### src/rtl/core/hid_report_descriptor_parser_defines.svh
// Assertion macros shared by the HID descriptor parser RTL.
// No dependencies; included by modules that carry concurrent checks.
`ifndef HID_REPORT_DESCRIPTOR_PARSER_DEFINES_SVH
`define HID_REPORT_DESCRIPTOR_PARSER_DEFINES_SVH

// Clocked property check, disabled while reset is low.
`define HRDP_ASSERT(lbl, clk, rstn, prop, msg) \
    lbl: assert property (@(posedge clk) disable iff (!rstn) prop) else $error(msg);

// At most one of a group of strobes high in any cycle.
`define HRDP_ASSERT_ONEHOT0(lbl, clk, rstn, sig, msg) \
    lbl: assert property (@(posedge clk) disable iff (!rstn) $onehot0(sig)) else $error(msg);

`endif

### src/rtl/core/hrdp_pkg.sv
// Shared types, codes and helpers for the HID report descriptor parser.
// No dependencies.
package hrdp_pkg;

    localparam int STACK_DEPTH_DEF = 4;
    localparam int MAX_USAGES_DEF  = 16;
    localparam int NUM_COUNTS      = 768;
    localparam int CNT_AW          = 10;

    localparam logic [2:0] KIND_FIELD   = 3'd0;
    localparam logic [2:0] KIND_USAGE   = 3'd1;
    localparam logic [2:0] KIND_DONE    = 3'd2;
    localparam logic [2:0] KIND_TRUNC   = 3'd3;
    localparam logic [2:0] KIND_UNDERF  = 3'd4;
    localparam logic [2:0] KIND_OVERF   = 3'd5;
    localparam logic [2:0] KIND_USE_OVF = 3'd6;

    localparam logic [1:0] DIR_INPUT   = 2'd0;
    localparam logic [1:0] DIR_OUTPUT  = 2'd1;
    localparam logic [1:0] DIR_FEATURE = 2'd2;

    localparam logic [1:0] TYPE_MAIN   = 2'd0;
    localparam logic [1:0] TYPE_GLOBAL = 2'd1;
    localparam logic [1:0] TYPE_LOCAL  = 2'd2;

    localparam logic [3:0] TAG_LONG    = 4'hF;
    localparam logic [3:0] TAG_INPUT   = 4'h8;
    localparam logic [3:0] TAG_OUTPUT  = 4'h9;
    localparam logic [3:0] TAG_FEATURE = 4'hB;
    localparam logic [3:0] G_PAGE  = 4'h0;
    localparam logic [3:0] G_LMIN  = 4'h1;
    localparam logic [3:0] G_LMAX  = 4'h2;
    localparam logic [3:0] G_SIZE  = 4'h7;
    localparam logic [3:0] G_IDENT = 4'h8;
    localparam logic [3:0] G_COUNT = 4'h9;
    localparam logic [3:0] G_PUSH  = 4'hA;
    localparam logic [3:0] G_POP   = 4'hB;
    localparam logic [3:0] L_USAGE = 4'h0;
    localparam logic [3:0] L_UMIN  = 4'h1;
    localparam logic [3:0] L_UMAX  = 4'h2;

    typedef enum logic [1:0] {
        PH_PREFIX, PH_SHORT, PH_LONGHDR, PH_LONGSKIP
    } phase_t;

    typedef enum logic [3:0] {
        ST_CLEAR, ST_IDLE, ST_DECODE, ST_RDCNT, ST_FIELD, ST_MUL,
        ST_UPD, ST_USE_RD, ST_USE, ST_ERR, ST_END
    } ctrl_state_t;

    typedef struct packed {
        logic take;
        logic step;
        logic rd_cnt;
        logic ld_field;
        logic mul;
        logic upd;
        logic rd_use;
        logic ld_use;
        logic ld_err;
        logic ld_end;
        logic clr_locals;
        logic soft_rst;
        logic clr_wr;
    } dp_cmd_t;

    typedef struct packed {
        logic main_fire;
        logic err_fire;
        logic last;
        logic clr_done;
        logic out_free;
        logic use_pending;
        logic use_more;
    } dp_status_t;

    function automatic logic [2:0] data_len(input logic [1:0] code);
        data_len = (code == 2'd3) ? 3'd4 : {1'b0, code};
    endfunction

endpackage

### src/rtl/core/hrdp_ctrl.sv
// Sequencing state machine of the HID descriptor parser.
// Uses hrdp_pkg and hid_report_descriptor_parser_defines.svh.
`include "hid_report_descriptor_parser_defines.svh"
module hrdp_ctrl (
    input  logic                 aclk,
    input  logic                 aresetn,
    input  logic                 s_tvalid,
    output logic                 s_tready,
    input  hrdp_pkg::dp_status_t st,
    output hrdp_pkg::dp_cmd_t    cmd
);

    hrdp_pkg::ctrl_state_t state_reg, state_next;

    always_ff @(posedge aclk) begin
        if (!aresetn) begin
            state_reg <= hrdp_pkg::ST_CLEAR;
        end else begin
            state_reg <= state_next;
        end
    end

    always_comb begin
        state_next = state_reg;
        case (state_reg)
            hrdp_pkg::ST_CLEAR:  if (st.clr_done) state_next = hrdp_pkg::ST_IDLE;
            hrdp_pkg::ST_IDLE:   if (s_tvalid) state_next = hrdp_pkg::ST_DECODE;
            hrdp_pkg::ST_DECODE: begin
                if (st.main_fire) begin
                    state_next = hrdp_pkg::ST_RDCNT;
                end else if (st.err_fire) begin
                    state_next = hrdp_pkg::ST_ERR;
                end else if (st.last) begin
                    state_next = hrdp_pkg::ST_END;
                end else begin
                    state_next = hrdp_pkg::ST_IDLE;
                end
            end
            hrdp_pkg::ST_RDCNT:  state_next = hrdp_pkg::ST_FIELD;
            hrdp_pkg::ST_FIELD:  if (st.out_free) state_next = hrdp_pkg::ST_MUL;
            hrdp_pkg::ST_MUL:    state_next = hrdp_pkg::ST_UPD;
            hrdp_pkg::ST_UPD: begin
                if (st.use_pending) begin
                    state_next = hrdp_pkg::ST_USE_RD;
                end else begin
                    state_next = st.last ? hrdp_pkg::ST_END : hrdp_pkg::ST_IDLE;
                end
            end
            hrdp_pkg::ST_USE_RD: state_next = hrdp_pkg::ST_USE;
            hrdp_pkg::ST_USE: begin
                if (st.out_free) begin
                    if (st.use_more) begin
                        state_next = hrdp_pkg::ST_USE_RD;
                    end else begin
                        state_next = st.last ? hrdp_pkg::ST_END : hrdp_pkg::ST_IDLE;
                    end
                end
            end
            hrdp_pkg::ST_ERR: begin
                if (st.out_free) begin
                    state_next = st.last ? hrdp_pkg::ST_END : hrdp_pkg::ST_IDLE;
                end
            end
            hrdp_pkg::ST_END:    if (st.out_free) state_next = hrdp_pkg::ST_CLEAR;
            default:             state_next = hrdp_pkg::ST_CLEAR;
        endcase
    end

    always_comb begin
        cmd      = '0;
        s_tready = 1'b0;
        case (state_reg)
            hrdp_pkg::ST_CLEAR:  cmd.clr_wr = 1'b1;
            hrdp_pkg::ST_IDLE: begin
                s_tready = 1'b1;
                cmd.take = s_tvalid;
            end
            hrdp_pkg::ST_DECODE: cmd.step = 1'b1;
            hrdp_pkg::ST_RDCNT:  cmd.rd_cnt = 1'b1;
            hrdp_pkg::ST_FIELD:  cmd.ld_field = st.out_free;
            hrdp_pkg::ST_MUL:    cmd.mul = 1'b1;
            hrdp_pkg::ST_UPD: begin
                cmd.upd        = 1'b1;
                cmd.clr_locals = !st.use_pending;
            end
            hrdp_pkg::ST_USE_RD: cmd.rd_use = 1'b1;
            hrdp_pkg::ST_USE: begin
                cmd.ld_use     = st.out_free;
                cmd.clr_locals = st.out_free && !st.use_more;
            end
            hrdp_pkg::ST_ERR:    cmd.ld_err = st.out_free;
            hrdp_pkg::ST_END: begin
                cmd.ld_end   = st.out_free;
                cmd.soft_rst = st.out_free;
            end
            default: ;
        endcase
    end

    `HRDP_ASSERT(a_take_then_decode, aclk, aresetn, cmd.take |=> state_reg == hrdp_pkg::ST_DECODE, "accepted byte not decoded next cycle")
    `HRDP_ASSERT(a_end_then_clear, aclk, aresetn, cmd.ld_end |=> state_reg == hrdp_pkg::ST_CLEAR, "no clearing pass after end record")
    `HRDP_ASSERT_ONEHOT0(a_one_load, aclk, aresetn, {cmd.ld_field, cmd.ld_use, cmd.ld_err, cmd.ld_end}, "several result loads at once")
    `HRDP_ASSERT(a_load_when_free, aclk, aresetn, (cmd.ld_field || cmd.ld_use || cmd.ld_err || cmd.ld_end) |-> st.out_free, "result register overwritten")

endmodule

### config.mk
export PLATFORM = sky130hd
export DESIGN_NAME = hrdp_ctrl
export DESIGN_NICKNAME = d
export VERILOG_FILES = /design/src/rtl/core/hrdp_pkg.sv /design/src/rtl/core/hrdp_ctrl.sv
export VERILOG_INCLUDE_DIRS = /design/src /design/src/rtl/core
export SDC_FILE = /design/constraint.sdc
export NUM_CORES = 1
export LEC_CHECK = 0
export ABC_AREA = 1
export BUFFER_PORTS_ARGS = -buffer_cell sky130_fd_sc_hd__buf_2
export CORE_AREA = 2 2 39 41
export CTS_BUF_LIST = sky130_fd_sc_hd__clkbuf_4 sky130_fd_sc_hd__clkbuf_8 sky130_fd_sc_hd__clkbuf_16
export DETAILED_ROUTE_END_ITERATION = 6
export DIE_AREA = 0 0 41 43
export PLACE_DENSITY = 0.75
export SKIP_CTS_REPAIR_TIMING = 1
export SYNTH_ARGS = -nofsm -noshare
export SYNTH_HDL_FRONTEND = slang
export SYNTH_SLANG_ARGS = --single-unit
### constraint.sdc
create_clock -name aclk -period 1.47 [get_ports aclk]
set_input_delay 0.147 -clock aclk [delete_from_list [all_inputs] [get_ports aclk]]
set_output_delay 0.147 -clock aclk [all_outputs]
set_load 0.01 [all_outputs]
==> results.cfg <==
[sta]
relSlewSlack = 0.800
layout_worst_path_cycle_share = 0.963
tns_ps = 0
fin_crit_ps = 1420
rsz0062_at_grt = true
max_freq_ghz = 0.707
tightestPinTransition_ps = 297
holdWs_ps = 197
final-setup-viol-count = 0
clock_skew_ps = 0.288
finalHoldViolCount = 0
drv_slew = 0

[final_layout]
nets = 134
n_antenna_cell = 0
syn_to_final_growth_pct = 33.9
final_cells = 138
largest_register_ffs = 4
drive_gt1_frac = 0.352

[clocking]
ctsLongestPathBuffers = 2
root_buffer = clkbuf_4
cts.clk_slew.worst_paths_ps = 40
cts_tree = done
clock-sinks = 4
clock_latency_ps = 230
cts_made_buffers = 3
h-tree-depth = 1

[synthesis]
ys_top_cells_by_area = nand2_1, dfxtp_1, nand3_1
synthMuxAreaShare = 0
synth-compound-area-share = 0.182
synth_nets = 107
synth_top_family_by_area = simple AND/OR/NAND/NOR gates
ys_warn_count = 0
yosys.area_share.simple = 0.511
synth_cell_types = 19
synthXorXnorAreaFrac = 0
synth_top_area_share = 0.162
synth-seq-cells = 4
ys.flop_type = dfxtp_1
synthTopCellsByCount = nand2_1, inv_1, nand3_1
synth_adder_area_share = 0
synthesis.area_um2 = 509
yosys.cell_count.top_type = nand2_1
synth_top_area_cell = nand2_1
synth_edf_count = 0
postSynthAreaPerCell_um2 = 5.25
syn_inst = 97
seq_area_frac_synth = 0.157
async_flop_share = 0

[pwr]
p_per_area_nw_per_um2 = 954
power_frac_comb = 0.527
leakage_nw = 0.372
seqPwrFrac = 0.266
p_int_w = 0.000348
power.total_w = 0.000650
swShare = 0.465
p_sw_w = 0.000303
irDropWorstVdd_mv = 0.482
clockPowerShare = 0.207

[worst_hold_path]
hp-class = input port to register
min_path_cells = 3
min_to = state_reg[0]$_SDFFE_PN0P_
worstHoldStart = aresetn

[route]
viasPerCell = 5.02
drt_iter0_drc = 10
first_pass_iters = 4
ant_nets = 0
finalWirelength_um = 1450
drc = 0
wl_per_cell_um = 10.5
vias = 693

[critical_path]
cp-start-kind = register
r2r_setup_slack_ps = 260
slowest_delay_ps = 390
required_ps = 1320
path_class = register to output pin
arrival_ps = 1270
cp-end-kind = output pin
r2r_cells = 7
path_cells = inv_2, nor2_2, inv_1, nor3_1, buf_2
critPathSlowestCell = dfxtp_2
crit_path_start = state_reg[0]$_SDFFE_PN0P_
reg2reg_to = state_reg[3]$_SDFFE_PN0P_
cp_max_fo = 6
r2r-start = state_reg[2]$_SDFFE_PN0P_

[floorplan]
die_height_um = 43
die_w_um = 41
pin_count = 24
core.rowCount = 14
die-area_um2 = 1760
start_util = 0.368
core_area_um2 = 1380

[place]
port_buffers = 23
placed_cells = 134
hpwlAfterDp_um = 1180
gp_congestion = 0.930

[grt]
grt-ovfl-total = 0
grt_max_degree = 9
antenna_found_initial = 0
gr-usage-all-layers = 0.189
grt_pass1_wl_um = 2350
grt_pass1_vias = 604

[outcome]
status = finished clean

[flow_run]
max_cap_viol_count = 0
per-stage QoR:
| step | setup WS (ps) | utilization | instance area [um^2] |
|---|---|---|---|
| detailed placement | 170 | 0.457 | 632 |
| CTS | -94.0 | 0.473 | 654 |
| global route | -43.3 | 0.493 | 682 |
| global placement | 195 | 0.457 | 632 |
| floorplan | 94.1 | - | 509 |
| finish | 54.8 | 0.493 | 682 |
logic make-up after synthesis:
family | count (synthesis)
DFF | 4
and+or+nand+nor | 57
buffers and inverters | 19
AOI/OAI and AO/OA | 17
cells in the final DEF (no fill, tap or decap), types with 4 or more instances in the layout:
cell type / instances
buf_2: 23
nand2_1: 22
inv_1: 14
nand3_1: 13
nor2_1: 10
a21oi_1: 7
o21ai_0: 5
nor2_2: 4
worst max-delay path, delay by kind of cell (launching register included):
family | cells | cell delay [ps]
DFF | 1 | 390
buffers and inverters | 3 | 320
and+or+nand+nor | 2 | 320
cell type report:
| class | count | area (um^2) |
|---|---|---|
| sequential | 4 | 87.6 |
| multi-input combinational | 74 | 365 |
| fill | 147 | 702 |
| inverter | 17 | 63.8 |
| timing repair buffer | 24 | 123 |
| clock buffer | 3 | 22.5 |
| tap | 16 | 20.0 |
per-layer routing:
layer,share of wire,up-vias,routed length [um],global-route usage
met5,0,-,0,0
met4,0.017,0,25,0.0600
met3,0.040,4,58,0.0524
met2,0.50,22,724,0.284
met1,0.44,302,638,0.250
li1,-,365,-,-
how the worst max path moves through the flow:
stage | endpoint | slack [ps] | cells past startpoint
finish | cmd[12] | 50 | 5
global route | cmd[12] | -40 | 5
CTS | cmd[2] | -90 | 6
detailed placement | cmd[2] | 170 | 6
global placement | cmd[2] | 200 | 6
floorplan | cmd[3] | 90 | 3
power by group through the flow:
stage                     Clock, W  Combinational [W]  Sequential [W]
after floorplan                  0           0.000247        0.000150
after global placement           0           0.000330        0.000163
after detailed placement         0           0.000327        0.000165
after CTS                 0.000141           0.000329        0.000164
after global routing      0.000149           0.000384        0.000178
final                     0.000135           0.000343        0.000173
Note: power is estimated with default switching activity, not from simulation.
